===== src/sv/chc_pkg.sv =====
package chc_pkg;

  localparam int unsigned FracBits = 8;
  localparam int unsigned CoordW   = 24;

  // radius fields are fixed at 16 bits
  localparam int unsigned RadW     = 16;
  // radicand scale of the boundary length and scale of the boundary numerator
  localparam int unsigned LenShift = 16;
  localparam int unsigned NumShift = 8;

  // on a hit, dx*dx + dy*dy stays below (2^(RadW+1))^2 + 2^(FracBits+1)
  localparam int unsigned SumW  = 2 * (RadW + 1) + 1;
  localparam int unsigned LenW  = (SumW + LenShift + 1) / 2;
  localparam int unsigned MagW  = RadW + 2;
  localparam int unsigned ProdW = RadW + MagW;
  localparam int unsigned DivW  = LenW + 1;
  localparam int unsigned QuoW  = RadW + 1;
  localparam int unsigned DvdW  = DivW + QuoW;

  localparam int unsigned CfgIdxW = 3;

  typedef enum logic [CfgIdxW-1:0] {
    CfgFirstOx   = 3'd0,
    CfgFirstOy   = 3'd1,
    CfgFirstRad  = 3'd2,
    CfgSecondOx  = 3'd3,
    CfgSecondOy  = 3'd4,
    CfgSecondRad = 3'd5,
    CfgSecondEn  = 3'd6
  } cfg_idx_e;

  typedef struct packed {
    logic is_hit;
    logic which;
    logic spark_v;
    logic in_circle;
    logic dx_neg;
    logic dy_neg;
  } flags_t;

endpackage


===== src/sv/chc_scale.sv =====
module chc_scale #(
  parameter int unsigned SIDE_W = 1
) (
  input  logic                           clk_i,
  input  logic                           rst_ni,
  input  logic                           valid_i,
  output logic                           ready_o,
  output logic                           valid_o,
  input  logic                           ready_i,
  input  chc_pkg::flags_t                flags_i,
  output chc_pkg::flags_t                flags_o,
  input  logic [SIDE_W-1:0]              side_i,
  output logic [SIDE_W-1:0]              side_o,
  input  logic [chc_pkg::RadW-1:0]       rad_i,
  input  logic [chc_pkg::MagW-1:0]       ax_i,
  input  logic [chc_pkg::MagW-1:0]       ay_i,
  input  logic [chc_pkg::LenW-1:0]       len_i,
  output logic [1:0][chc_pkg::DivW-1:0]  rem_o,
  output logic [1:0][chc_pkg::QuoW-1:0]  low_o,
  output logic [chc_pkg::DivW-1:0]       dv_o
);
  import chc_pkg::*;

  logic v1_q, v2_q, r1, r2;

  assign r2      = !v2_q || ready_i;
  assign r1      = !v1_q || r2;
  assign ready_o = r1;
  assign valid_o = v2_q;

  // stage 1: radius times axis distance
  logic [1:0][ProdW-1:0] prod_q;
  logic [LenW-1:0]       len_q;
  flags_t                flags_q;
  logic [SIDE_W-1:0]     side_q;

  always_ff @(posedge clk_i or negedge rst_ni) begin
    if (!rst_ni) begin
      v1_q <= 1'b0;
      v2_q <= 1'b0;
    end else begin
      if (r1) begin
        v1_q <= valid_i;
      end
      if (r2) begin
        v2_q <= v1_q;
      end
    end
  end

  always_ff @(posedge clk_i) begin
    if (r1 && valid_i) begin
      prod_q[0] <= rad_i * ax_i;
      prod_q[1] <= rad_i * ay_i;
      len_q     <= len_i;
      flags_q   <= flags_i;
      side_q    <= side_i;
    end
  end

  // stage 2: dividend 2*num + len with num = prod * 256, divisor 2*len
  logic [1:0][DvdW-1:0] dvd;

  always_comb begin
    for (int k = 0; k < 2; k++) begin
      dvd[k] = (DvdW'(prod_q[k]) << (NumShift + 1)) + DvdW'(len_q);
    end
  end

  always_ff @(posedge clk_i) begin
    if (r2 && v1_q) begin
      for (int k = 0; k < 2; k++) begin
        rem_o[k] <= dvd[k][DvdW-1:QuoW];
        low_o[k] <= dvd[k][QuoW-1:0];
      end
      dv_o    <= {len_q, 1'b0};
      flags_o <= flags_q;
      side_o  <= side_q;
    end
  end

endmodule


===== config.mk =====
export PLATFORM = sky130hd
export DESIGN_NAME = chc_scale
export DESIGN_NICKNAME = d
export VERILOG_FILES = /design/src/sv/chc_pkg.sv /design/src/sv/chc_scale.sv
export SDC_FILE = /design/constraint.sdc
export NUM_CORES = 2
export LEC_CHECK = 0
export BUFFER_PORTS_ARGS = -buffer_cell sky130_fd_sc_hd__buf_2
export CORE_ASPECT_RATIO = 0.6
export CORE_MARGIN = 2
export CORE_UTILIZATION = 51
export DETAILED_ROUTE_END_ITERATION = 7
export MAX_ROUTING_LAYER = met4
export PLACE_DENSITY = 0.69
export SETUP_SLACK_MARGIN = 0.02
export SLEW_MARGIN = 30
export SYNTH_ARGS = -nofsm -noshare
export SYNTH_HDL_FRONTEND = slang
export SYNTH_SLANG_ARGS = --single-unit

===== constraint.sdc =====
create_clock -name clk_i -period 4.5 [get_ports clk_i]
set_input_delay 0.675 -clock clk_i [delete_from_list [all_inputs] [get_ports clk_i]]
set_output_delay 0.675 -clock clk_i [all_outputs]
set_load 0.01 [all_outputs]

* After elaboration in Yosys (flattened, before gate mapping) *
Cells that the tools add are included.

cells by class
  $add $sub $neg = 2
  multiply operators = 2
  reductions and logical operators = 6

operators with widths
  kind                                            number
  43-bit by 26-bit adder with 44-bit output       2
  16-bit by 18-bit multiplier with 34-bit output  2
  1-bit logical AND                               2
  1-bit zero test                                 2
  1-bit logical OR                                2

word-level totals
  flip-flop bits (word level) = 224
  bits of input ports = 89
  word-level logic and storage cells = 34

* Depth between registers and ports, before layout *
  depth after elaboration = 4
  mapped depth = 24
  mapped depth without buffers = 21

* Worst setup path after synthesis *
Ideal clock, no wire load.

  path type = input -> register
  start = input port rad_i[1] (netlist bit)
  end = register prod_q[30] (netlist bit), data pin
  setup time = 259 ps
  arrival time = 6212 ps
  data required time = 4241 ps
  slack = -1971 ps
  stages = 21
  cell sequence = clkbuf_1 clkbuf_1 nand2_1 fa_1 fa_1 inv_1 fa_1 fa_1 fa_1 inv_1 fa_1 inv_1 ha_1 clkbuf_1 and3_1 a311oi_1 nand3_1 a221o_1 a211o_1 a21oi_2 xnor2_1

between the ends
  word-level cells in the longest chain between the ends = 1

RTL lines
  item                                            line             RTL
  start: declaration                              chc_scale.sv:14  input logic [chc_pkg::RadW-1:0] rad_i,
  16-bit by 18-bit multiplier with 34-bit output  chc_scale.sv:53  prod_q[0] <= rad_i * ax_i;
  end: declaration                                chc_scale.sv:32  logic [1:0][ProdW-1:0] prod_q;

Every way passes these cells.
A chain may end at the register's enable or synchronous reset.

* Final worst setup path *
  start = input port ax_i[4] (netlist bit)
  end = register prod_q[30] (netlist bit), data pin

between the ends
  word-level cells in the longest chain between the ends = 1

RTL lines
  item                                            line             RTL
  start: declaration                              chc_scale.sv:15  input logic [chc_pkg::MagW-1:0] ax_i,
  16-bit by 18-bit multiplier with 34-bit output  chc_scale.sv:53

Every way passes these cells.

==> run metrics <==
global-route wire length before repair 117,000 µm; worst reg-to-reg setup slack 1.07 ns; CTS tree built; crit path kind in2reg; layout cell share with drive strength beyond 1 28.0%; Via density 5.30; Routed Antenna Nets 0; Final GP Congestion 0.962; vias in the first global route 21,700; Core Region 52,600 µm²; CTS Buf Count 21; synth unique cells 62; worst slack, placed -2.26 ns; Synthesis Warnings 0; leading post-synthesis cells by cell area fa_1 33%, edfxtp_1 23%, ha_1 11%, inv_1 6.8%, and2_1 6.1%; sequential area share after synthesis 22.7%; cell taking the most area after synthesis fa_1; Main synth FF type edfxtp_1; drt first pass iters 5; Worst Clk Skew 0.0191 ns; Worst Hold Class in2reg; Critical Path Most Common Cell fa_1; max_slew headroom 43.7%; synth-to-layout area growth 27.2%; top-area cell type share of the netlist area 32.8%; largest net degree at the start of global routing 74; EDFF count, synth 204; Period minus WS final 5.78 ns; Clk pin slew, worst setup/hold paths 0.06 ns; Total Wirelength 73,000 µm; clock buffer depth 3; Starting DRT DRC Count 1,546; total track usage 27.9%; worst slew pin tran 0.839 ns; WHS 0.310 ns; I/O pin total 213; Final Util 65.7%; crit path DAT 6.05 ns; Synth Net Count 3,457; via total after detailed routing 20,500; synthesized area per cell 10.2 µm²; setup violators final 48; Placed Cells 3,765; Crit path buffers/inverters 4; Peak Freq 173 MHz; IO buf count 211; TritonCTS Sinks 206; die width 302 µm; total grt overflow 0; WL/cell 18.9 µm; most common cell in the netlist inv_1; final worst slack -1.28 ns; H-tree levels 1; die area 55,200 µm²; outcome complete, but fails checks; Critical Path RT 4.78 ns; CP startpoint kind primary input; Tcrit/Tclk final 128%; Final Hold Vio Count 0; initial antenna violation count 4; ys async rst share 0.971%; crit end category register; crit path max fanout 10; Slew Limit Fails 0; RSZ-0062 raised after global routing yes; Critical-path top delay cell fa_1; non-filler cells, final 3,873; MaxCap Viol Count 0; DP HPWL 57,700 µm; failing checks negative setup slack; nets 3,932; CP top delay family adder cells; clk_lat worst skew 0.54 ns; crit path cell chain buf_6 > buf_4 > and2_1 > fa_1 > fa_1 > ha_1 > inv_1 > fa_1 > inv_1 > fa_1 > fa_1 > ha_4 > a211o_1 > a211o_1 > o211ai_4 > nand3_2 > a221o_1 > a211o_1 > a21oi_2 > xnor2_1; clk root buf clkbuf_16; Post-route DRC 0; number of synthesized register bits 206; Synth Cell Area 27,200 µm²; Starting Density 51.7%; Synth Instances 2,676; top cells by count, synth 493 x inv_1, 446 x fa_1, 361 x nand2_1; slowest stage delay, CP 0.56 ns; die height 183 µm; row cnt 65
## per-stage QoR
| step | setup TNS, ns | instance area [µm²] |
|---|---|---|
| after global placement | -87.24 | 31500 |
| after floorplan | -48.30 | 28200 |
| after CTS | -43.43 | 33800 |
| after detailed placement | -91.14 | 31500 |
| after global routing | -50.85 | 34600 |
| final | -44.75 | 34600 |
## final cells by class
type,instances,area [µm²]
timing repair buffer,578,4840
multi-input combinational,1851,20200
antenna,4,10.0
sequential,206,6180
tap,703,880
clock buffer,24,537
clock inverter,14,101
inverter,493,1850
fill,4033,18000
## metal layers
layer	vias to the layer above	global-route usage (%)	share of wire (%)
li1	9340	-	-
met1	10400	41.4	45
met2	722	41.1	44
met3	60	4.49	8.5
met4	0	4.83	2.0
met5	-	-	0
## cell usage in the layout, fill, tap and decap left out, types with 7 or more instances in the layout
master | Yosys | routed
a21o_1 | 42 | 42
a21oi_1 | 75 | 50
a21oi_2 | 2 | 17
a21oi_4 | 0 | 10
and2_1 | 267 | 235
and2_4 | 0 | 32
and3_1 | 16 | 13
buf_12 | 0 | 30
buf_2 | 0 | 175
buf_4 | 19 | 283
buf_6 | 0 | 65
buf_8 | 0 | 7
clkbuf_16 | 0 | 25
edfxtp_1 | 204 | 204
fa_1 | 446 | 415
fa_2 | 0 | 31
ha_1 | 246 | 210
ha_4 | 0 | 30
inv_1 | 493 | 455
inv_2 | 0 | 38
nand2_1 | 361 | 336
nand2_2 | 0 | 17
nand2_4 | 0 | 7
nand2b_1 | 11 | 11
nand3_1 | 28 | 23
nand4_1 | 13 | 13
nor2_1 | 49 | 42
nor2b_1 | 10 | 10
o21a_1 | 15 | 14
o21ai_0 | 36 | 21
o21ai_2 | 0 | 9
xnor2_1 | 84 | 75
xor2_1 | 43 | 41
## flip-flops by register name, indices dropped and copies added (netlist names)
register  cells
dv_o         17
valid_o       1
side_q        1
prod_q       68
len_q        26
low_o        25
v1_q          1
flags_o       6
flags_q       6
rem_o        54
side_o        1
## worst paths after layout
kind / start / to / depth (start not counted)
max: ax_i[4] / prod_q[30]$_DFFE_PP_ / 20
min: flags_i[1] / flags_q[1]$_DFFE_PP_ / 1
max reg2reg: len_q[13]$_DFFE_PP_ / rem_o[25]$_DFFE_PP_ / 9
min reg2reg: len_q[7]$_DFFE_PP_ / low_o[7]$_DFFE_PP_ / 0
max in group asynchronous: rst_ni / v1_q$_DFFE_PN0N_ / 2
min in group asynchronous: rst_ni / valid_o$_DFFE_PN0P_ / 2
## kinds of logic (layout without fill, tap and decap cells)
kind of cell,after synthesis,in the layout,share of synthesized area (%)
buffers and inverters,619,1109,8.81
adder cells (fa/ha/maj),692,692,44.2
AND/OR/NAND/NOR,787,787,14.3
flip-flops,206,206,22.7
other,1,5,0.0138
XOR/XNOR,127,127,4.09
AO/OA/AOI/OAI,244,244,5.91
## timing repair
action	4_1_cts	5_1_grt
pin swaps	100	102
hold endpoints to repair	2	0
hold buffers	1	0
gates resized for setup	279	135
setup buffers	42	24
gates cloned	7	4
setup endpoints to repair	52	52
Power is left out: the tool's default activity adds up to more than one toggle a clock period on the data nets, which glitch-free logic cannot reach.
