`src/sv/chc_pkg.sv`:
```
package chc_pkg;

  localparam int unsigned FracBits = 8;
  localparam int unsigned CoordW   = 24;

  // radius fields are fixed at 16 bits
  localparam int unsigned RadW     = 16;
  // radicand scale of the boundary length and scale of the boundary numerator
  localparam int unsigned LenShift = 16;
  localparam int unsigned NumShift = 8;

  // on a hit, dx*dx + dy*dy stays below (2^(RadW+1))^2 + 2^(FracBits+1)
  localparam int unsigned SumW  = 2 * (RadW + 1) + 1;
  localparam int unsigned LenW  = (SumW + LenShift + 1) / 2;
  localparam int unsigned MagW  = RadW + 2;
  localparam int unsigned ProdW = RadW + MagW;
  localparam int unsigned DivW  = LenW + 1;
  localparam int unsigned QuoW  = RadW + 1;
  localparam int unsigned DvdW  = DivW + QuoW;

  localparam int unsigned CfgIdxW = 3;

  typedef enum logic [CfgIdxW-1:0] {
    CfgFirstOx   = 3'd0,
    CfgFirstOy   = 3'd1,
    CfgFirstRad  = 3'd2,
    CfgSecondOx  = 3'd3,
    CfgSecondOy  = 3'd4,
    CfgSecondRad = 3'd5,
    CfgSecondEn  = 3'd6
  } cfg_idx_e;

  typedef struct packed {
    logic is_hit;
    logic which;
    logic spark_v;
    logic in_circle;
    logic dx_neg;
    logic dy_neg;
  } flags_t;

endpackage

```
`src/sv/chc_sqrt_cell.sv`:
```
module chc_sqrt_cell #(
  parameter int unsigned SIDE_W = 1
) (
  input  logic                         clk_i,
  input  logic                         rst_ni,
  input  logic                         valid_i,
  output logic                         ready_o,
  output logic                         valid_o,
  input  logic                         ready_i,
  input  chc_pkg::flags_t              flags_i,
  output chc_pkg::flags_t              flags_o,
  input  logic [SIDE_W-1:0]            side_i,
  output logic [SIDE_W-1:0]            side_o,
  input  logic [2*chc_pkg::LenW-1:0]   rcand_i,
  output logic [2*chc_pkg::LenW-1:0]   rcand_o,
  input  logic [chc_pkg::LenW+2:0]     rem_i,
  output logic [chc_pkg::LenW+2:0]     rem_o,
  input  logic [chc_pkg::LenW-1:0]     root_i,
  output logic [chc_pkg::LenW-1:0]     root_o
);
  import chc_pkg::*;

  logic             valid_q;
  logic [LenW+2:0]  rem_sh, trial;
  logic             ge;

  assign ready_o = !valid_q || ready_i;
  assign valid_o = valid_q;

  // one root bit: bring down two radicand bits, try (root << 2) | 1
  always_comb begin
    rem_sh = {rem_i[LenW:0], rcand_i[2*LenW-1 -: 2]};
    trial  = {1'b0, root_i, 2'b01};
    ge     = rem_sh >= trial;
  end

  always_ff @(posedge clk_i or negedge rst_ni) begin
    if (!rst_ni) begin
      valid_q <= 1'b0;
    end else if (ready_o) begin
      valid_q <= valid_i;
    end
  end

  always_ff @(posedge clk_i) begin
    if (ready_o && valid_i) begin
      flags_o <= flags_i;
      side_o  <= side_i;
      rcand_o <= {rcand_i[2*LenW-3:0], 2'b00};
      rem_o   <= ge ? rem_sh - trial : rem_sh;
      root_o  <= {root_i[LenW-2:0], ge};
    end
  end

endmodule

```
`config.mk`:
```
export PLATFORM = sky130hd
export DESIGN_NAME = chc_sqrt_cell
export DESIGN_NICKNAME = d
export VERILOG_FILES = /design/src/sv/chc_pkg.sv /design/src/sv/chc_sqrt_cell.sv
export SDC_FILE = /design/constraint.sdc
export NUM_CORES = 1
export LEC_CHECK = 0
export ABC_AREA = 1
export BUFFER_PORTS_ARGS = -buffer_cell sky130_fd_sc_hd__buf_4
export CAP_MARGIN = 20
export CORE_UTILIZATION = 50
export DETAILED_ROUTE_END_ITERATION = 6
export PLACE_DENSITY_LB_ADDON = 0.25
export SKIP_LAST_GASP = 1
export SLEW_MARGIN = 20
export SYNTH_ARGS = -nofsm -noshare
export SYNTH_HDL_FRONTEND = slang
export SYNTH_SLANG_ARGS = --single-unit
```
`constraint.sdc`:
```
create_clock -name clk_i -period 7.2 [get_ports clk_i]
set_input_delay 0.72 -clock clk_i [delete_from_list [all_inputs] [get_ports clk_i]]
set_output_delay 0.72 -clock clk_i [all_outputs]
set_load 0.005 [all_outputs]
```
* Yosys cells after proc, flatten, opt, wreduce, memory -nomap -nowiden
Cells that the tools add are included. W data, S select, Z words.
Storage, ports and cells: register bits after elaboration 113, latch bits 0, RAM bits 0, bits in read-only memories 0, bits of input ports 118, output and inout bits 116, memories kept 0
Cells by class: add/subtract/negate cells 1, $mul 0, divide/modulo/power cells 0, $lt $le $gt $ge 1, eq/ne operators 0, shift operators 0, muxes and demuxes 1, bitwise operators 0, reduce and logical (&&, ||, !) cells 3
Operator list (count):
- $ge A29 B28 Y1 | 1
- $mux W29 | 1
- $sub A29 B28 Y29 | 1
- $logic_and A1 B1 Y1 | 1
- $logic_not A1 Y1 | 1
- $logic_or A1 B1 Y1 | 1

* Longest topological paths before layout
Gate-level depths: netlist (run 1).
word-level depth 3, mapped depth 16

* Worst setup path after synthesis (run 1)
Ideal clock, no wire load.
path type input port to flip-flop, start point input port valid_i, end point register flags_o[0] in the netlist's numbering (enable), arrival 6161 ps, setup slack 420 ps, stages 2, cell sequence inv_1 > a21oi_1
Between the ends: cells in the longest elaborated chain, start to end 1
RTL lines:
- from (decl) | RTL line chc_sqrt_cell.sv:6 | input logic valid_i,
- $logic_and A1 B1 Y1 | RTL line chc_sqrt_cell.sv:46 | if (ready_o && valid_i) begin
- to (signal assigned) | RTL line chc_sqrt_cell.sv:47 | flags_o <= flags_i;
- to (decl) | RTL line chc_sqrt_cell.sv:11 | output chc_pkg::flags_t flags_o,
No other way between the ends. A chain may end at the register's enable or synchronous reset.

* Worst setup path in the final report (run 1)
start point input port root_i[7] in the netlist's numbering, end point register rem_o[21] in the netlist's numbering (data pin)
Between the ends: cells in the longest elaborated chain, start to end 2, elaborated cells on any way between the ends 3, those cells by class add/sub: 1; order compare: 1; mux: 1
RTL lines:
- from (decl) | RTL line chc_sqrt_cell.sv:18 | input logic [chc_pkg::LenW-1:0] root_i,
- $sub A29 B28 Y29 / $ge A29 B28 Y1 (equally long branches) | RTL line chc_sqrt_cell.sv:50, chc_sqrt_cell.sv:34
- $mux W29 (*) | RTL line chc_sqrt_cell.sv:50 | rem_o <= ge ? rem_sh - trial : rem_sh;
- to (signal assigned) | RTL line chc_sqrt_cell.sv:50
- to (decl) | RTL line chc_sqrt_cell.sv:17 | output logic [chc_pkg::LenW+2:0] rem_o,
Mark *: on every way between the ends. The rest lies on a longest branch, timed or not.

==> flow_results.org, run 1 <==
** Status
- The flow ran to the end, and the final reports show no timing, DRC or antenna violations.

** Cells and area
- Area delta synth->final :: 39.6%
- The post-route netlist has 28.4% of its cells at a drive strength greater than 1.
- Final #Nets :: 1,090
- Non-filler cells in the finished layout :: 1,100
- Antenna diode count :: 0

** Timing
- Maximum clock frequency :: 0.385 GHz
- Smallest setup slack after layout :: 4600 ps
- Dividing the final minimum period by the clock period gives 36.1%.
- Final count of negative-setup-slack endpoints :: 0
- Final period demand of the worst path :: 2600 ps
- Worst-case clock skew :: 8.61 ps
- Max-slew violation count :: 0
- The number of endpoints with negative hold slack in the final report was 0.
- For the pin with the worst max-slew slack, the measured transition is 825 ps.
- For the final routed database, the setup TNS stands at 0 ps.
- Setup repair after global routing left no endpoint under its margin.
- In this run the tightest slew margin relative to its limit is 45.0%.

** Placement
- Timing analysis after detailed placement gives a worst setup slack of 4200 ps.
- The wire-length estimate of the detail-placed layout is 12.0 mm.
- Final Wtd Congestion :: 0.912
- During placement, the flow inserted port buffers numbering 229.
- Number of instances in the placed design :: 1,068

** Worst setup path
- STA classifies the critical path startpoint as a primary input.
- CP dominant cell by count :: sky130_fd_sc_hd__nand2_1
- In this design, the largest share of critical-path delay is due to simple AND/OR/NAND/NOR gates.
- Arrival time of the worst setup path :: 2750 ps
- Worst reg2reg setup slack :: 5540 ps
- Max stage delay cell, worst path :: sky130_fd_sc_hd__ha_1
- CP peak stage delay :: 340 ps
- The worst register-to-register path ends at rem_o[23]$_DFFE_PP_.
- Data on the critical path is required at its endpoint by 7350 ps.
- Setup crit start :: root_i[7]
- Element type at the critical path end :: flip-flop
- Critical Path, Cell by Cell :: buf_4 -> inv_1 -> ha_1 -> nand2_1 -> nor2_1 -> nand2_1 -> nor2_1 -> nand2_1 -> nand2_1 -> nor2_1 -> nand2_4 -> inv_4 -> nand2_1 -> nand2_1
- In this run the critical register-to-register path is launched from valid_o$_DFFE_PN0N_.
- Cells on worst reg2reg path :: 2
- Class of the most critical setup path :: in2reg
- Of all nets on the critical path, the largest fanout is 31.
- The critical path contains buffers and inverters numbering 3 combined.

** CTS
- Number of H-tree levels :: 4
- Clock-pin slew was measured on the worst setup and hold paths at 50 ps.
- The clock passes through at most 2 buffers.
- Postcts setup bufs :: 0
- TritonCTS clock tree :: built
- The clock reaches the later pin of the worst-skew pair after 410 ps.
- Post-cts gate resize count :: 0
- Root Buffer Master :: sky130_fd_sc_hd__clkbuf_16
- Buffers inserted during clock tree synthesis total 17.
- The clock drives 113 sinks.
- Cts-stage hold buffer count :: 0

** Logic synthesis
- Prevailing post-synth register cell :: sky130_fd_sc_hd__edfxtp_1
- The average instance in the mapped netlist occupies 8.70 um2.
- In this run, synthesis produced a sequential element count of 113.
- In this run the cell area of the synthesized design comes to 6090 um2.
- The share of the Yosys chip area taken by registers is 55.6%.
- During synthesis, Yosys emitted a total of 0 warnings.
- In the synthesized netlist the async set-or-reset flop fraction comes to 0.885%.
- The netlist uses 26 different library cells.
- The synthesized design contains 112 enable-type register cells.
- Post-synthesis cell count :: 700

** Drt
- Iter 0 DRT Violations :: 246
- Residual antenna-violating net count after detailed routing :: 0
- Post-Route WL :: 15.6 mm
- Remaining routing DRC violations :: 0
- Via density per instance :: 4.75
- Dividing the detail-routed wire length by the instance count gives 14.2 um.
- The first detailed-routing pass ran for 4 iterations.
- Total via count after detailed routing :: 5,229

** Floorplanning
- The floorplan step defined a die boundary enclosing 12,600 um2.
- Die X :: 112 um
- Num rows :: 39
- Area of the placeable core :: 11,700 um2
- The die is 112 um tall.
- For this configuration, the core starts out at a cell density of 52.2%.
- I/O pin cnt :: 234

** Power and ir drop
- In this run the static leakage power is 4.38 nW.
- Pwr Total :: 1.91 mW
- Power spread over the standard cell area amounts to 225 nW/um2.
- Worst supply voltage drop on vdd :: 0.228 mV

** GRT
- GRT Resource Usage Total :: 25.4%
- Pin count of the biggest net entering global routing :: 68
- The initial antenna violation count is 0.
- Number of global-route vias before repair :: 4,923
- First-pass GRT wire length :: 24.4 mm
- The total overflow left after global routing is 0.

** Min path
- Worst min-delay path class :: in2async

** Run
- Across the run, the number of max-cap violations was 0.
synthesized netlist by cell type, types with 3 or more instances:
cell                       count  area [um2]
sky130_fd_sc_hd__buf_6         3        33.8
sky130_fd_sc_hd__ha_1         28         350
sky130_fd_sc_hd__xor2_1       13         114
sky130_fd_sc_hd__nand4_1       5        31.3
sky130_fd_sc_hd__o21ai_0       3        15.0
sky130_fd_sc_hd__edfxtp_1    112        3360
sky130_fd_sc_hd__nor2_2        5        31.3
sky130_fd_sc_hd__nor2_1       40         150
sky130_fd_sc_hd__nand2_1     280        1050
sky130_fd_sc_hd__nand3_1      33         165
sky130_fd_sc_hd__nand3b_1      5        37.5
sky130_fd_sc_hd__buf_4         4        30.0
sky130_fd_sc_hd__inv_1       143         537
sky130_fd_sc_hd__a21oi_1      14        70.1
cells by family (layout without fill, tap and decap cells):
kind of cell,after synthesis,in the layout,synth area share (%)
AO/OA/AOI/OAI,19,19,1.68
XOR/XNOR,15,15,2.28
adder cells (fa/ha/maj),28,28,5.75
buffers and inverters,152,408,10.0
flip-flops,113,113,55.6
other,1,2,0.0616
AND/OR/NAND/NOR,372,372,24.6
flip-flops by register name, summed over array words and instances (netlist names):
| name | flops |
|---|---|
| rcand_o | 50 |
| rem_o | 29 |
| root_o | 26 |
| flags_o | 6 |
| side_o | 1 |
| valid_o | 1 |
cell type report:
class	instances	area, um2
flip-flops and latches	113	3390
fillers	937	3160
multi-input cells	436	2110
repair buffers	231	1730
inverters	145	547
clock buffers	19	433
well taps	143	179
clock inverters	13	113
worst max-delay path by stage:
stage / to / slack [ps] / cells past startpoint
5_1_grt: rem_o[15]$_DFFE_PP_ / 4410 / 14
2_1_floorplan: flags_o[0]$_DFFE_PP_ / 420 / 2
4_1_cts: rem_o[21]$_DFFE_PP_ / 4620 / 14
3_3_place_gp: rem_o[27]$_DFFE_PP_ / 4220 / 13
6_report: rem_o[21]$_DFFE_PP_ / 4600 / 14
3_5_place_dp: rem_o[21]$_DFFE_PP_ / 4200 / 14
power by group:
group	total (mW)	switching [mW]	internal, mW
Combinational	0.354	0.194	0.160
Sequential	0.796	0.0121	0.784
Clock	0.764	0.292	0.472
layer usage:
layer | global-route usage (%) | vias up | wire length, um
li1 | - | 2670 | -
met1 | 28.0 | 2362 | 6160
met2 | 47.2 | 177 | 8180
met3 | 7.24 | 20 | 999
met4 | 7.91 | 0 | 272
met5 | 0 | - | 0
stage by stage:
step	util (%)	cell area, um2	hold WS (ps)
2_1_floorplan	-	6090	424
3_3_place_gp	68.2	7950	495
3_5_place_dp	68.2	7950	497
4_1_cts	72.9	8500	61.8
5_1_grt	72.9	8500	56.9
6_report	72.9	8500	73.2
cell usage in the layout, fill, tap and decap left out, types with 4 or more instances in the layout:
cell / Yosys / routed
sky130_fd_sc_hd__ha_1: 28 / 28
sky130_fd_sc_hd__edfxtp_1: 112 / 112
sky130_fd_sc_hd__nor2_1: 40 / 40
sky130_fd_sc_hd__nand4_1: 5 / 5
sky130_fd_sc_hd__nand3b_1: 5 / 5
sky130_fd_sc_hd__nor2_2: 5 / 5
sky130_fd_sc_hd__a21oi_1: 14 / 13
sky130_fd_sc_hd__nand2_1: 280 / 280
sky130_fd_sc_hd__xor2_1: 13 / 13
sky130_fd_sc_hd__clkinvlp_4: 0 / 4
sky130_fd_sc_hd__inv_1: 143 / 143
sky130_fd_sc_hd__clkbuf_16: 0 / 17
sky130_fd_sc_hd__buf_4: 4 / 231
sky130_fd_sc_hd__nand3_1: 33 / 33
No activity file was read; power rests on OpenSTA's default activity.
==> inputs of run 2 (changes only) <==
--- a/config.mk
+++ b/config.mk
@@ -8,7 +8,7 @@
 export ABC_AREA = 1
 export BUFFER_PORTS_ARGS = -buffer_cell sky130_fd_sc_hd__buf_4
 export CAP_MARGIN = 20
-export CORE_UTILIZATION = 50
+export CORE_UTILIZATION = 45
 export DETAILED_ROUTE_END_ITERATION = 6
 export PLACE_DENSITY_LB_ADDON = 0.25
 export SKIP_LAST_GASP = 1
==> constraint.sdc (replaced) <==
create_clock -name clk_i -period 2.2 [get_ports clk_i]
set_input_delay 0.22 -clock clk_i [delete_from_list [all_inputs] [get_ports clk_i]]
set_output_delay 0.22 -clock clk_i [all_outputs]
set_load 0.005 [all_outputs]
==> flow_results.org, run 2 (synthesized netlist as in run 1, its figures left out) <==
** Status
- Run status :: complete, no violations (unchanged)

** Drt
- The DRC violations left is 0 (unchanged).
- The via count normalized by instance count came to 4.66 (was 4.75).
- The number of vias in the routed layout is 5,747 (was 5,229).
- The wire length reported by the detailed router is 19.5 mm (was 15.6 mm).
- The DRC marker count from the first detailed-route iteration is 352 (was 246).
- The post-detailed-route count of antenna-violating nets was 0 (unchanged).
- The average detailed-routed wire length per instance came to 15.9 um (was 14.2 um).
- The number of iterations in the first detailed-routing pass is 5 (was 4).

** Timing
- RSZ-0062 raised after global routing :: true (was false)
- Final total negative setup slack :: 0 ps (unchanged)
- Slew Limit Headroom :: 62.0% (was 45.0%)
- Maximum clock frequency :: 0.467 GHz
- Measured slew at the worst slew-check pin :: 570 ps (was 825 ps)
- The worst path in the final design needs a cycle of 2140 ps, including I/O delays and setup.
- Max-slew violation count :: 0 (unchanged)
- After layout, the worst path uses 97.3% of the clock period.
- The number of endpoints with negative hold slack in the final report is 0 (unchanged).
- The post-route clock skew was 6.99 ps (was 8.61 ps).
- Final count of negative-setup-slack endpoints :: 0 (unchanged)

** GRT
- First-pass GRT wire length :: 29.4 mm (was 24.4 mm)
- Initial antenna violation count :: 0 (unchanged)
- Aggregate global routing overflow :: 0 (unchanged)
- The number of global-route vias before repair was 5,694 (was 4,923).
- Pin count of the biggest net entering global routing :: 66 (was 68)
- The total routing resource utilization after global routing came to 27.7% (was 25.4%).

** Cells and area
- Register bank with the most flops :: rcand_o (unchanged)
- The number of flip-flops under the largest register name came to 50 (unchanged).
- Antenna diode count :: 0 (unchanged)
- The area growth from synthesis to layout came to 62.9% (was 39.6%).
- Commonest non-fill, non-tap cells in the layout :: sky130_fd_sc_hd__nand2_1 (264), sky130_fd_sc_hd__buf_4 (241), sky130_fd_sc_hd__inv_1 (142), sky130_fd_sc_hd__edfxtp_1 (112), sky130_fd_sc_hd__dlygate4sd3_1 (83) (was sky130_fd_sc_hd__nand2_1 (280), sky130_fd_sc_hd__buf_4 (231), sky130_fd_sc_hd__inv_1 (143), sky130_fd_sc_hd__edfxtp_1 (112), sky130_fd_sc_hd__nor2_1 (40))
- Most common cell after layout, fill and taps aside :: sky130_fd_sc_hd__nand2_1 (unchanged)
- Final #Nets :: 1,189 (was 1,090)
- The fraction of final layout cells sized beyond drive strength 1 is 31.9% (was 28.4%).
- Leading registers by flop count: rcand_o (50), rem_o (29), root_o (26) (unchanged).

** CTS
- Num CTS Buffers :: 17 (unchanged)
- Root Buffer Master :: sky130_fd_sc_hd__clkbuf_16 (unchanged)
- Clock tree buffer depth :: 2 (unchanged)
- The clock transition at the registers of the reported paths is 60 ps (was 50 ps).
- TritonCTS clock tree :: built (unchanged)
- Skew-Pair Late Insertion Delay :: 410 ps (about the same)
- The depth of the CTS H-tree was 4 (unchanged).
- The number of clock sinks seen by CTS is 113 (unchanged).

** Floorplanning
- I/O pin cnt :: 234 (unchanged)
- Area of the placeable core :: 13,200 um2 (was 11,700 um2)
- Num rows :: 42 (was 39)
- The width of the die was 118 um (was 112 um).
- Die Area :: 14,000 um2 (was 12,600 um2)
- The die height came to 118 um (was 112 um).
- Starting Density :: 46.0% (was 52.2%)

** Power and ir drop
- Leak :: 4.88 nW (was 4.38 nW)
- Cell Pwr Density :: 684 nW/um2 (was 225 nW/um2)
- The worst IR drop on VDD came to 0.380 mV (was 0.228 mV).
- The overall power after layout came to 6.78 mW (was 1.91 mW).

** Worst setup path
- The cell with the most instances on the worst path was sky130_fd_sc_hd__nand2_1 (unchanged).
- Setup crit start :: root_i[4] (was root_i[7])
- The depth of the worst register-to-register path is 2 (unchanged).
- The largest fanout on the critical path was 7 (was 31).
- Max stage delay cell, worst path :: sky130_fd_sc_hd__dlygate4sd3_1 (was sky130_fd_sc_hd__ha_1)
- Critical Path, Cell by Cell: dlygate4sd3_1 -> buf_4 -> inv_1 -> ha_4 -> nand2_1 -> nand2_1 -> nand2_1 -> nand2_2 -> nand2_1 -> nand2_1 -> inv_1 -> nand2_2 -> nand2_4 -> nand2_8 -> buf_12 -> nand3_1 -> nand2_1 (was buf_4 -> inv_1 -> ha_1 -> nand2_1 -> nor2_1 -> nand2_1 -> nor2_1 -> nand2_1 -> nand2_1 -> nor2_1 -> nand2_4 -> inv_4 -> nand2_1 -> nand2_1).
- The kind of critical path is in2reg (unchanged).
- Crit start category :: primary input (unchanged)
- Arrival time of the worst setup path :: 2310 ps (was 2750 ps)
- The startpoint of the most critical register-to-register path is valid_o$_DFFE_PN0N_ (unchanged).
- Endpoint of the most critical setup path :: rem_o[25]$_DFFE_PP_ (was rem_o[21]$_DFFE_PP_)
- The delay contributed by the slowest stage of the critical path was 550 ps (was 340 ps).
- End of the worst register-to-register path :: rcand_o[37]$_DFFE_PP_ (was rem_o[23]$_DFFE_PP_)
- The kind of capture point of the worst setup path was a flip-flop (unchanged).
- Required time of the worst setup path :: 2370 ps (was 7350 ps)
- The register-to-register path setup slack was 650 ps (was 5540 ps).

** Min path
- Worst min-delay path class :: in2reg (was in2async)

** Placement
- The HPWL after detailed placement was 12.2 mm (was 12.0 mm).
- The weighted congestion at the end of routability-driven global placement was 0.876 (was 0.912).
- The count of input and output buffers is 229 (unchanged).

** Run
- The number of violations of the max-capacitance limit is 0 (unchanged).
## run 2: final cells by class
| class | count | area (um2) |
|---|---|---|
| clock buffers | 18 | 429 |
| repair buffers | 330 | 2750 |
| flip-flops and latches | 113 | 3390 |
| clock inverters | 14 | 139 |
| well taps | 176 | 220 |
| multi-input cells | 436 | 2440 |
| inverters | 145 | 552 |
| fillers | 969 | 3320 |
## run 2: how the worst min path moves through the flow
stage | from | end | cells after the start
global placement | rst_ni | valid_o$_DFFE_PN0N_ | 1
CTS | valid_i | valid_o$_DFFE_PN0N_ | 3
finish | rem_i[10] | rem_o[12]$_DFFE_PP_ | 3
floorplan | rst_ni | valid_o$_DFFE_PN0N_ | 0
detailed placement | rst_ni | valid_o$_DFFE_PN0N_ | 1
global route | rem_i[5] | rem_o[7]$_DFFE_PP_ | 3
## run 2: metrics by stage
| step | std cells | util, % | cell area (um2) | worst slack (ps) | hold slack, ps |
|---|---|---|---|---|---|
| 2_1_floorplan | 701 | - | 6100 | -522 | -75.6 |
| 3_3_place_gp | 1112 | 61.2 | 8100 | 101 | -4.59 |
| 3_5_place_dp | 1112 | 61.2 | 8100 | 68.6 | -0.926 |
| 4_1_cts | 1227 | 71.7 | 9500 | 3.07 | 51.6 |
| 5_1_grt | 1232 | 74.9 | 9920 | -79.8 | 86.9 |
| 6_report | 1232 | 74.9 | 9920 | 60.2 | 79.5 |
## run 2: worst max-delay path: cells and delay by family
kind | cells | cell delay [ps]
adders and majority gates | 1 | 210
buffers and inverters | 5 | 990
and+or+nand+nor | 11 | 860
## run 2: power by group
group / switching, mW / total [mW] / leakage [nW] / internal, mW
registers: 0.0479 / 2.61 / 1.08 / 2.57
logic: 0.753 / 1.49 / 3.54 / 0.734
clock network: 1.03 / 2.68 / 0.266 / 1.66
total: 1.83 / 6.78 / 4.88 / 4.96
## run 2: what timing repair did
item	4_1_cts	5_1_grt
hold endpoints to repair	83	0
hold buffers	83	0
setup buffers	0	2
gates resized for setup	0	64
endpoints found under the setup margin	0	30
## run 2: metal layers
| layer | vias to the layer above | wire (um) | GRT usage (%) |
|---|---|---|---|
| li1 | 2872 | - | - |
| met1 | 2611 | 7780 | 32.0 |
| met2 | 220 | 10100 | 50.1 |
| met3 | 44 | 1010 | 5.31 |
| met4 | 0 | 665 | 10.9 |
| met5 | - | 0 | 0 |
