### src/sv/chc_pkg.sv
package chc_pkg;

  localparam int unsigned FracBits = 8;
  localparam int unsigned CoordW   = 24;

  // radius fields are fixed at 16 bits
  localparam int unsigned RadW     = 16;
  // radicand scale of the boundary length and scale of the boundary numerator
  localparam int unsigned LenShift = 16;
  localparam int unsigned NumShift = 8;

  // on a hit, dx*dx + dy*dy stays below (2^(RadW+1))^2 + 2^(FracBits+1)
  localparam int unsigned SumW  = 2 * (RadW + 1) + 1;
  localparam int unsigned LenW  = (SumW + LenShift + 1) / 2;
  localparam int unsigned MagW  = RadW + 2;
  localparam int unsigned ProdW = RadW + MagW;
  localparam int unsigned DivW  = LenW + 1;
  localparam int unsigned QuoW  = RadW + 1;
  localparam int unsigned DvdW  = DivW + QuoW;

  localparam int unsigned CfgIdxW = 3;

  typedef enum logic [CfgIdxW-1:0] {
    CfgFirstOx   = 3'd0,
    CfgFirstOy   = 3'd1,
    CfgFirstRad  = 3'd2,
    CfgSecondOx  = 3'd3,
    CfgSecondOy  = 3'd4,
    CfgSecondRad = 3'd5,
    CfgSecondEn  = 3'd6
  } cfg_idx_e;

  typedef struct packed {
    logic is_hit;
    logic which;
    logic spark_v;
    logic in_circle;
    logic dx_neg;
    logic dy_neg;
  } flags_t;

endpackage

### src/sv/chc_div_cell.sv
module chc_div_cell #(
  parameter int unsigned SIDE_W = 1
) (
  input  logic                           clk_i,
  input  logic                           rst_ni,
  input  logic                           valid_i,
  output logic                           ready_o,
  output logic                           valid_o,
  input  logic                           ready_i,
  input  chc_pkg::flags_t                flags_i,
  output chc_pkg::flags_t                flags_o,
  input  logic [SIDE_W-1:0]              side_i,
  output logic [SIDE_W-1:0]              side_o,
  input  logic [chc_pkg::DivW-1:0]       dv_i,
  output logic [chc_pkg::DivW-1:0]       dv_o,
  input  logic [1:0][chc_pkg::DivW-1:0]  rem_i,
  output logic [1:0][chc_pkg::DivW-1:0]  rem_o,
  input  logic [1:0][chc_pkg::QuoW-1:0]  low_i,
  output logic [1:0][chc_pkg::QuoW-1:0]  low_o,
  input  logic [1:0][chc_pkg::QuoW-1:0]  q_i,
  output logic [1:0][chc_pkg::QuoW-1:0]  q_o
);
  import chc_pkg::*;

  logic              valid_q;
  logic [DivW:0]     rem_sh [2];
  logic [DivW:0]     rem_sub [2];
  logic              ge [2];

  assign ready_o = !valid_q || ready_i;
  assign valid_o = valid_q;

  // one quotient bit per axis, restoring
  always_comb begin
    for (int k = 0; k < 2; k++) begin
      rem_sh[k]  = {rem_i[k], low_i[k][QuoW-1]};
      ge[k]      = rem_sh[k] >= {1'b0, dv_i};
      rem_sub[k] = rem_sh[k] - {1'b0, dv_i};
    end
  end

  always_ff @(posedge clk_i or negedge rst_ni) begin
    if (!rst_ni) begin
      valid_q <= 1'b0;
    end else if (ready_o) begin
      valid_q <= valid_i;
    end
  end

  always_ff @(posedge clk_i) begin
    if (ready_o && valid_i) begin
      for (int k = 0; k < 2; k++) begin
        rem_o[k] <= ge[k] ? rem_sub[k][DivW-1:0] : rem_sh[k][DivW-1:0];
        low_o[k] <= {low_i[k][QuoW-2:0], 1'b0};
        q_o[k]   <= {q_i[k][QuoW-2:0], ge[k]};
      end
      dv_o    <= dv_i;
      flags_o <= flags_i;
      side_o  <= side_i;
    end
  end

endmodule

### config.mk
export PLATFORM = sky130hd
export DESIGN_NAME = chc_div_cell
export DESIGN_NICKNAME = d
export VERILOG_FILES = /design/src/sv/chc_pkg.sv /design/src/sv/chc_div_cell.sv
export SDC_FILE = /design/constraint.sdc
export NUM_CORES = 1
export LEC_CHECK = 0
export BUFFER_PORTS_ARGS = -buffer_cell sky130_fd_sc_hd__clkbuf_2
export CAP_MARGIN = 20
export CORE_ASPECT_RATIO = 1.2
export CORE_MARGIN = 2
export CORE_UTILIZATION = 50
export DETAILED_ROUTE_END_ITERATION = 7
export GPL_TIMING_DRIVEN = 0
export PLACE_DENSITY = 0.89
export SLEW_MARGIN = 20
export SYNTH_ARGS = -nofsm -noshare
export SYNTH_HDL_FRONTEND = slang
export SYNTH_SLANG_ARGS = --single-unit
### constraint.sdc
create_clock -name clk_i -period 5.7 [get_ports clk_i]
set_input_delay 1.14 -clock clk_i [delete_from_list [all_inputs] [get_ports clk_i]]
set_output_delay 1.14 -clock clk_i [all_outputs]
set_load 0.02 [all_outputs]
* Yosys cells after proc, flatten, opt, wreduce, memory -nomap -nowiden
Cells that the tools add are included.
** Word-level totals
- Register bits :: 155
- Bits of input ports :: 160
- Logic and storage cells :: 24
** Cells by class
- Muxes and demuxes :: 2
- Add/sub/neg operators :: 2
- Magnitude comparators :: 2
- Reductions and logical operators :: 3
** Operators with widths (count)
- 28-bit by 27-bit >= comparator with 1-bit output :: 2
- 27-bit 2-to-1 mux :: 2
- 27-bit subtractor :: 2
- 1-bit logical AND :: 1
- 1-bit logical NOT :: 1
- 1-bit logical OR :: 1

* Depth between registers and ports, before layout
Gate-level depths: netlist of the first run.
- Depth in word-level cells :: 3
- Mapped depth :: 12
- Mapped depth without buffers :: 11

* Worst setup path before layout of the first run
Ideal clock, no wire load.
- Path kind :: input -> register
- Start point :: input ready_i
- End point :: register dv_o[0] (netlist bit) (enable)
- Slack :: 0.203 ns
- Cell stages on the path :: 2
- Arrival time :: 4.965 ns
- Data required time :: 5.168 ns
- Setup time :: 0.532 ns
- Cell sequence :: nand2b_1 and2_1
** Between the ends
- Cells in the longest elaborated chain, start to end :: 2
** Ends and longest elaborated chain
- start: declaration :: line chc_div_cell.sv:9 : input logic ready_i,
- 1-bit logical OR :: line chc_div_cell.sv:30 : assign ready_o = !valid_q || ready_i;
- 1-bit logical AND :: line chc_div_cell.sv:51 : if (ready_o && valid_i) begin
- end signal: assignment :: line chc_div_cell.sv:57 : dv_o <= dv_i;
- end: declaration :: line chc_div_cell.sv:15 : output logic [chc_pkg::DivW-1:0] dv_o,
No other way between the ends.
A chain may end at the register's enable or synchronous reset.

* Final worst setup path of the first run
- Start point :: input dv_i[13] (netlist bit)
- End point :: register rem_o[45] (netlist bit) (data pin)
** Between the ends
- Cells in the longest elaborated chain, start to end :: 2
- Elaborated cells on any way between the ends :: 3
- Classes of those cells :: add/sub (1); order compare (1); mux (1)
** Ends and longest elaborated chain
- start: declaration :: line chc_div_cell.sv:14 : input logic [chc_pkg::DivW-1:0] dv_i,
- 27-bit subtractor or 28-bit by 27-bit >= comparator with 1-bit output (tied branches) :: line chc_div_cell.sv:38, chc_div_cell.sv:37
- 27-bit 2-to-1 mux * :: line chc_div_cell.sv:53 : rem_o[k] <= ge[k] ? rem_sub[k][DivW-1:0] : rem_sh[k][DivW-1:0];
- end signal: indexed assignment :: line chc_div_cell.sv:53
- end: declaration :: line chc_div_cell.sv:17 : output logic [1:0][chc_pkg::DivW-1:0] rem_o,
Mark *: on every way between the ends. The rest lies on a longest branch, timed or not.

==> metrics.txt, run 1 <==
Clock Sinks 155; final instance area 0.01106 sq mm; Final WS setup 1.803 ns; post-synthesis cell count 703; r2r startpoint valid_o$_DFFE_PN0N_; Worst-Margin Slew 0.7883 ns; CTS root buf clkbuf_16; Num CTS Buffers 17; internal power 2.372 mW; Seq cells post-synth 155; CTS tree yes; vias 7022; clock group share of total power 34.2%; GP Congestion 0.9140; status finished, final reports clean; relative slew slack 46.09%; die height 147.1 um; fmax 256.6 MHz; vias per cell 5.533; number of routed nets with antenna violations 0; DRT Wirelength 24.10 mm; placed inst area 0.01045 sq mm; area grow syn2layout 29.67%; mux share of post-synthesis cell area 4.341%; Switch Pwr 1.011 mW; Die W 123.2 um; min-delay worst type in2async; XOR/XNOR share of the synthesized area 4.414%; gr ovfl total 0; post_cts resized 0; I/O pin count 318; CP most frequent cell inv_1; Synth async-reset ratio 0.6452%; router iterations before antenna repair 5; CP max FO 10; Post-CTS Setup Inserts 0; Seq pwr share 41.4%; share of layout cells above drive strength 1 38.21%; final core utilization 65.91%; initial antenna violation count 1; floorplan row count 52; RSZ-0062 raised after global routing no; number of port buffers 313; Hold Vio Cnt, Final 0; setup TNS 0 ns; fin. max-slew vios 0; flop2flop setup slack 4.04 ns; full die area 0.01813 sq mm; final period utilization 68.37%; Max Cap Violations 0; Pwr Density 305.7 mW/mm^2; CP Class in2reg; Net Sw Frac 29.88%; R2R cell count 4; Worst Setup SP dv_i[13]; Crit. End Element flip-flop; crit path buf inv count 5; Static Leak 5.015 nW; simple-gate share of the synthesized area 10.00%; Worst Path Arrival 4.06 ns; All-Layer GR Usage 26.23%; dpl hpwl 19.26 mm; CP max stage cell nor4_1; Reg2Reg Capture Point dv_o[24]$_DFFE_PP_; Avg Inst Size Synth 12.14 sq um; Final min period 3.897 ns; CTS Hold Bufs 0; sequential fraction of the synthesis area 54.49%; largest net degree at the start of global routing 61; Setup-failing EPs final 0; top_reg_cell synth edfxtp_1; Clock Skews 0.009031 ns; CTS max path bufs 2; Worst path top cell family by delay simple AND/OR/NAND/NOR gates; compound-cell area share of the yosys netlist 15.18%; Cell Chain, Critical Path clkbuf_2 -> inv_1 -> ha_1 -> clkbuf_1 -> nand2_1 -> nor3_1 -> inv_1 -> nor4_1 -> o31ai_2 -> a31oi_4 -> buf_6 -> mux2_4; First DRT Iteration DRCs 427; DRC 0; clock-pin slew on the worst setup and hold paths 0.07 ns; Clock Latency Late Sink 0.42 ns; Placement Setup Slack 1.432 ns; Worst Setup Start Kind input port; drt wl/cell 18.99 um; Unique masters post-synth 68; Post-Syn Area 0.008532 sq mm; Yosys Warn Count 0; first-pass GRT wire length 36.04 mm; Gate power share 24.4%; layout net count 1255; largest family of logic cells by synthesized area compound AO/OA/AOI/OAI gates; core area 0.01679 sq mm; vias in the first global route 7025; Max VDD drop 0.0002330 V; Crit path required time 5.87 ns; Post-Synth Adder-Cell Area 8.388%; Post-synth EDFFs 154; H-tree levels 4; CP peak stage delay 0.61 ns; starting density of the core 50.83%
-- placed cells by master (no fill, tap or decap), drive strengths merged, types with 11 or more instances in the layout --
cell type / instances
o21a: 11
nand2: 56
nor2: 38
nand2b: 13
buf: 15
ha: 54
nand3: 14
xor2: 19
a21o: 20
clkbuf: 339
mux2: 25
inv: 46
edfxtp: 154
xnor2: 24
a21oi: 45
o21ai: 57
-- final cells by class --
class | count | area [sq um]
fill | 1303 | 5723
sequential | 155 | 4649
buffer | 20 | 121.4
clock inverter | 14 | 181.4
timing repair buffer | 316 | 1642
clock buffer | 18 | 429.2
inverter | 39 | 146.4
antenna | 1 | 2.502
tap | 216 | 270.3
multi-input combinational | 490 | 3621
-- metal layers --
metal  GRT usage (%)  vias to the layer above  part of all wire (%)
met5               0                        -                     0
met4           13.47                        0                   4.6
met3           5.318                       68                   7.0
met2           46.76                      320                    52
met1           28.99                     3306                    37
li1                -                     3328                     -
-- how the worst max path moves through the flow --
stage,end,cells after the start
5_1_grt,rem_o[39]$_DFFE_PP_,12
4_1_cts,rem_o[43]$_DFFE_PP_,12
2_1_floorplan,dv_o[0]$_DFFE_PP_,2
6_report,rem_o[45]$_DFFE_PP_,12
3_3_place_gp,rem_o[47]$_DFFE_PP_,3
3_5_place_dp,rem_o[34]$_DFFE_PP_,12
-- through the flow --
stage          hold WS [ns]  instances  total power [mW]
2_1_floorplan        0.7826        704             1.979
3_3_place_gp         0.5113       1233             2.226
3_5_place_dp         0.5572       1236             2.239
4_1_cts              0.4687       1268             3.396
5_1_grt              0.4699       1269             3.517
6_report             0.4827       1269             3.382
-- power groups by stage --
stage	logic, mW	registers [mW]	clock network [mW]
3_3_place_gp	0.793	1.43	0
4_1_cts	0.823	1.40	1.17
2_1_floorplan	0.440	1.54	0
5_1_grt	0.895	1.41	1.22
6_report	0.826	1.40	1.16
3_5_place_dp	0.815	1.42	0
-- kinds of logic after synthesis --
group           after synthesis
buf+inv                      59
simple gates                173
fa+ha+maj                    56
compound gates              190
flops                       155
mux                          26
xor+xnor                     43
other cells                   1
-- sequential cells by signal, indices dropped and copies added, names as in the netlist --
register  cells
dv_o         27
flags_o       6
low_o        32
q_o          34
rem_o        54
side_o        1
valid_o       1
-- cell usage after synthesis (3+ instances only) --
cell | n | area [sq um]
nand4_1 | 7 | 43.79
o21ai_0 | 54 | 270.3
a21o_1 | 20 | 150.1
edfxtp_1 | 154 | 4624
nand2b_1 | 13 | 81.33
a221o_1 | 4 | 40.04
nand3_1 | 14 | 70.07
nor2_1 | 38 | 142.6
or3_1 | 3 | 18.77
o31a_1 | 4 | 35.03
o21bai_1 | 3 | 22.52
and2_1 | 5 | 31.28
buf_2 | 6 | 30.03
a21oi_1 | 43 | 215.2
o21a_1 | 11 | 82.58
a211o_1 | 3 | 26.28
nand2_1 | 56 | 210.2
xnor2_1 | 24 | 210.2
and3_1 | 9 | 56.30
nor2b_1 | 7 | 43.79
a211oi_1 | 7 | 52.55
buf_6 | 4 | 45.04
a31oi_1 | 6 | 37.54
mux2_2 | 3 | 33.78
xor2_1 | 19 | 166.4
inv_1 | 39 | 146.4
ha_1 | 54 | 675.7
clkbuf_1 | 7 | 26.28
nor3_1 | 9 | 45.04
o41ai_2 | 3 | 48.80
mux2_4 | 21 | 315.3
o31ai_1 | 4 | 30.03
Power figures use the tool's default switching activity.
==> inputs of run 2 (changes only) <==
--- a/config.mk
+++ b/config.mk
@@ -9,10 +9,10 @@
 export CAP_MARGIN = 20
 export CORE_ASPECT_RATIO = 1.2
 export CORE_MARGIN = 2
-export CORE_UTILIZATION = 50
+export CORE_UTILIZATION = 45
 export DETAILED_ROUTE_END_ITERATION = 7
 export GPL_TIMING_DRIVEN = 0
-export PLACE_DENSITY = 0.89
+export PLACE_DENSITY = 0.85
 export SLEW_MARGIN = 20
 export SYNTH_ARGS = -nofsm -noshare
 export SYNTH_HDL_FRONTEND = slang
==> constraint.sdc (replaced) <==
create_clock -name clk_i -period 3.3 [get_ports clk_i]
set_input_delay 0.66 -clock clk_i [delete_from_list [all_inputs] [get_ports clk_i]]
set_output_delay 0.66 -clock clk_i [all_outputs]
set_load 0.02 [all_outputs]
==> metrics.txt, run 2 (synthesis results as in run 1) <==
Worst Path Arrival 3.36 ns; fin. max-slew vios 0; number of port buffers 313; Pwr Total 5.967 mW; full die area 0.02008 sq mm; CP Class in2reg; router iterations before antenna repair 5; R2R cell count 3; final period utilization 96.60%; CTS max path bufs 2; number of routed nets with antenna violations 0; Final WS setup 0.1121 ns; CTS root buf clkbuf_16; dpl hpwl 19.94 mm; CP Capture Point rem_o[37]$_DFFE_PP_; core area 0.01872 sq mm; Reg with most FFs rem_o; Placement Setup Slack -0.6005 ns; Clock Sinks 155; largest net degree at the start of global routing 65; Post-CTS Setup Inserts 0; Worst Setup Start Kind input port; gr ovfl total 0; Final min period 3.188 ns; relative slew slack 34.44%; CTS tree yes; area grow syn2layout 30.80%; r2r startpoint valid_o$_DFFE_PN0N_; most frequent cells in the layout 315 x clkbuf_2, 154 x edfxtp_1, 56 x nand2_1; All-Layer GR Usage 24.04%; max FFs per register 54; Worst-Margin Slew 0.9587 ns; starting density of the core 45.58%; First DRT Iteration DRCs 429; Max Cap Violations 0; commonest non-fill, non-tap cell in the layout clkbuf_2; first-pass GRT wire length 36.20 mm; flop2flop setup slack 1.59 ns; DRC 0; Clock Latency Late Sink 0.43 ns; Max VDD drop 0.0003527 V; DRT Wirelength 25.21 mm; share of layout cells above drive strength 1 38.44%; Setup-failing EPs final 0; floorplan row count 55; Die W 129.7 um; FILL cells 1546; Crit. End Element flip-flop; Num CTS Buffers 17; Clock Skews 0.009808 ns; min-delay worst type in2reg; GP Congestion 0.9618; status finished, final reports clean; Crit path required time 3.47 ns; die height 154.8 um; Pwr Density 534.7 mW/mm^2; vias per cell 5.366; layout net count 1254; drt wl/cell 19.29 um; initial antenna violation count 0; RSZ-0062 raised after global routing no; Static Leak 5.042 nW; Worst Setup SP dv_i[15]; Reg2Reg Capture Point dv_o[25]$_DFFE_PP_; CP max FO 10; Hold Vio Cnt, Final 0; I/O pin count 318; Top Registers rem_o (54), q_o (34), low_o (32); fmax 313.7 MHz; vias in the first global route 6823; ant diodes 0; H-tree levels 4; vias 7014; clock-pin slew on the worst setup and hold paths 0.07 ns
[run 2: metrics by stage]
step,instances,instance area (sq um),hold WS [ns],setup TNS (ns),util (%)
3_3_place_gp,1273,10430,0.4352,-19.98,55.70
2_1_floorplan,704,8538,0.3644,0,-
6_report,1307,11160,0.4032,0,59.62
5_1_grt,1307,11160,0.3937,0,59.62
4_1_cts,1308,11130,0.3946,0,59.47
3_5_place_dp,1275,10480,0.4355,-21.58,55.99
[run 2: area by class of cell]
type	count	area [sq um]	area share [%]
clock buffers	18	429.2	3.846
multi-input cells	490	3659	32.78
flip-flops and latches	155	4649	41.66
plain buffers	19	118.9	1.065
inverters	39	146.4	1.312
repair buffers	316	1632	14.62
well taps	256	320.3	2.870
clock inverters	14	205.2	1.839
[run 2: where the power goes]
part           total [mW]  internal (mW)  switching [mW]
combinational        1.44          0.576           0.868
clock                2.11           1.23           0.882
sequential           2.42           2.37          0.0434
total                5.97           4.17            1.79
[run 2: worst min path at each step]
stage / slack (ns) / depth (start not counted) / from / to
after detailed placement: 0.44 / 1 / rst_ni / valid_o$_DFFE_PN0N_
after global routing: 0.39 / 1 / low_i[28] / low_o[29]$_DFFE_PP_
after floorplan: 0.36 / 0 / rst_ni / valid_o$_DFFE_PN0N_
final: 0.40 / 1 / low_i[2] / low_o[3]$_DFFE_PP_
after CTS: 0.39 / 1 / flags_i[4] / flags_o[4]$_DFFE_PP_
after global placement: 0.44 / 1 / rst_ni / valid_o$_DFFE_PN0N_
[run 2: timing repair]
action	CTS	global route
hold buffers	1	0
endpoints found under the hold margin	1	0
resized for setup	1	6
endpoints found under the setup margin	21	34
[run 2: layer usage]
| metal | vias up | global-route usage [%] | part of all wire [%] |
|---|---|---|---|
| met5 | - | 0 | 0 |
| met4 | 0 | 12.65 | 4.7 |
| met3 | 69 | 5.258 | 7.1 |
| met2 | 318 | 44.48 | 53 |
| met1 | 3309 | 24.93 | 35 |
| li1 | 3318 | - | - |
[run 2: worst max-delay path, stage by stage]
cell and delay [ns]:
clkbuf_2 0.15, inv_1 0.08, ha_1 0.41, nand2_1 0.21
nor3_1 0.30, inv_1 0.11, nor4_4 0.39, o31ai_2 0.13
a31oi_4 0.33, buf_6 0.24, mux2_4 0.33
==> inputs of run 3 (changes only) <==
--- a/config.mk
+++ b/config.mk
@@ -9,10 +9,10 @@
 export CAP_MARGIN = 20
 export CORE_ASPECT_RATIO = 1.2
 export CORE_MARGIN = 2
-export CORE_UTILIZATION = 45
+export CORE_UTILIZATION = 54
 export DETAILED_ROUTE_END_ITERATION = 7
 export GPL_TIMING_DRIVEN = 0
-export PLACE_DENSITY = 0.85
+export PLACE_DENSITY = 0.95
 export SLEW_MARGIN = 20
 export SYNTH_ARGS = -nofsm -noshare
 export SYNTH_HDL_FRONTEND = slang
==> constraint.sdc (replaced) <==
create_clock -name clk_i -period 3.93 [get_ports clk_i]
set_input_delay 0.786 -clock clk_i [delete_from_list [all_inputs] [get_ports clk_i]]
set_output_delay 0.786 -clock clk_i [all_outputs]
set_load 0.02 [all_outputs]
==> metrics.txt, run 3 (synthesis results as in run 1) <==
R2R cell count 3; fin. max-slew vios 0; ant diodes 0; Crit. End Element flip-flop; highest metal used met4; Top Registers rem_o (54), q_o (34), low_o (32); final hold slack 0.1284 ns; dpl hpwl 19.17 mm; Clock Sinks 155; status finished, final reports clean; relative slew slack 40.38%; H-tree levels 4; CP Class in2reg; vias in the first global route 7062; CP Capture Point rem_o[37]$_DFFE_PP_; met2 wire len 12.63 mm; r2r startpoint valid_o$_DFFE_PN0N_; CTS max path bufs 2; largest net degree at the start of global routing 58; setup TNS 0 ns; Setup-failing EPs final 0; All-Layer GR Usage 28.92%; commonest non-fill, non-tap cell in the layout clkbuf_2; Num CTS Buffers 17; core area 0.01551 sq mm; floorplan row count 50; First DRT Iteration DRCs 589; Worst Setup SP dv_i[13]; max FFs per register 54; starting density of the core 54.99%; Crit path required time 4.11 ns; I/O pin count 318; Reg with most FFs rem_o; Worst-Margin Slew 0.8717 ns; Clock Skews 0.01244 ns; flop2flop setup slack 2.12 ns; final period utilization 87.41%; number of routed nets with antenna violations 0; RSZ-0062 raised after global routing no; Post-CTS Setup Inserts 0; CP max FO 10; Worst Setup Start Kind input port; routed wl met3 1.917 mm; clock-pin slew on the worst setup and hold paths 0.07 ns; first-pass GRT wire length 37.05 mm; layout net count 1254; WL met1 8.459 mm; CTS tree yes; full die area 0.01683 sq mm; vias per cell 5.682; drt wl/cell 19.24 um; router iterations before antenna repair 5; Reg2Reg Capture Point dv_o[5]$_DFFE_PP_; most frequent cells in the layout 314 x clkbuf_2, 154 x edfxtp_1, 56 x nand2_1; die height 141.7 um; share of layout cells above drive strength 1 38.15%; Worst Path Arrival 3.62 ns; CTS root buf clkbuf_16; DRC 0; min-delay worst type in2async; post_cts resized 0; initial antenna violation count 0; area grow syn2layout 29.26%; Max Cap Violations 0; Pwr Density 445.8 mW/mm^2; Die W 118.7 um; vias 7154; gr ovfl total 0; Max VDD drop 0.0002323 V; Hold Vio Cnt, Final 0; fmax 291.1 MHz; Static Leak 5.004 nW; DRT Wirelength 24.22 mm; CTS Hold Bufs 0; GP Congestion 0.9485; number of port buffers 313; Clock Latency Late Sink 0.43 ns; Final min period 3.435 ns
run 3: changes by cell type in the layout (fill, tap and decap cells not counted), moves of 2 or more:
cell        previous run  this run
inv_6                  3         7
clkinvlp_4             3         1
inv_8                  3         0
clkbuf_1               6         8
clkinv_4               0         2
run 3: critical path: stages:
cell      delay, ns
clkbuf_2       0.08
inv_1          0.07
ha_1           0.28
clkbuf_1       0.27
nand2_1        0.18
nor3_1         0.24
inv_1          0.07
nor4_1         0.56
o31ai_2        0.16
a31oi_4        0.35
buf_6          0.25
mux2_4         0.32
run 3: layout make-up:
type / instances / area, sq um
Multi-Input combinational cell: 490 / 3621
Tap cell: 208 / 260.3
Sequential cell: 155 / 4649
Timing Repair Buffer: 315 / 1622
Buffer: 20 / 121.4
Clock inverter: 14 / 178.9
Clock buffer: 18 / 429.2
Inverter: 39 / 146.4
Fill cell: 1106 / 4487
run 3: power breakdown:
part	switching, mW	internal (mW)
sequential	0.0345	1.99
combinational	0.726	0.480
clock	0.722	0.962
run 3: worst min path at each step:
| stage | from | endpoint | slack [ns] | cells past startpoint |
|---|---|---|---|---|
| floorplan | rst_ni | valid_o$_DFFE_PN0N_ | 0.49 | 0 |
| global placement | valid_o$_DFFE_PN0N_ | valid_o$_DFFE_PN0N_ | 0.51 | 2 |
| detailed placement | rst_ni | valid_o$_DFFE_PN0N_ | 0.57 | 1 |
| CTS | rst_ni | valid_o$_DFFE_PN0N_ | 0.12 | 1 |
| global route | rst_ni | valid_o$_DFFE_PN0N_ | 0.11 | 1 |
| finish | rst_ni | valid_o$_DFFE_PN0N_ | 0.13 | 1 |
run 3: metrics by stage:
stage	std cells	power (mW)	worst slack [ns]	utilization [%]	cell area, sq um
floorplan	704	2.862	0.4964	-	8537
global placement	1225	3.207	0.002585	66.80	10360
detailed placement	1227	3.244	0.1044	67.16	10420
CTS	1259	4.925	0.5453	71.08	11030
global route	1259	5.107	0.3014	71.08	11030
finish	1259	4.917	0.4949	71.08	11030
run 3: layer usage:
layer | vias to the layer above | track usage [%]
met5 | - | 0
met3 | 81 | 6.350
met2 | 406 | 52.45
met4 | 0 | 15.91
li1 | 3314 | -
met1 | 3353 | 31.28
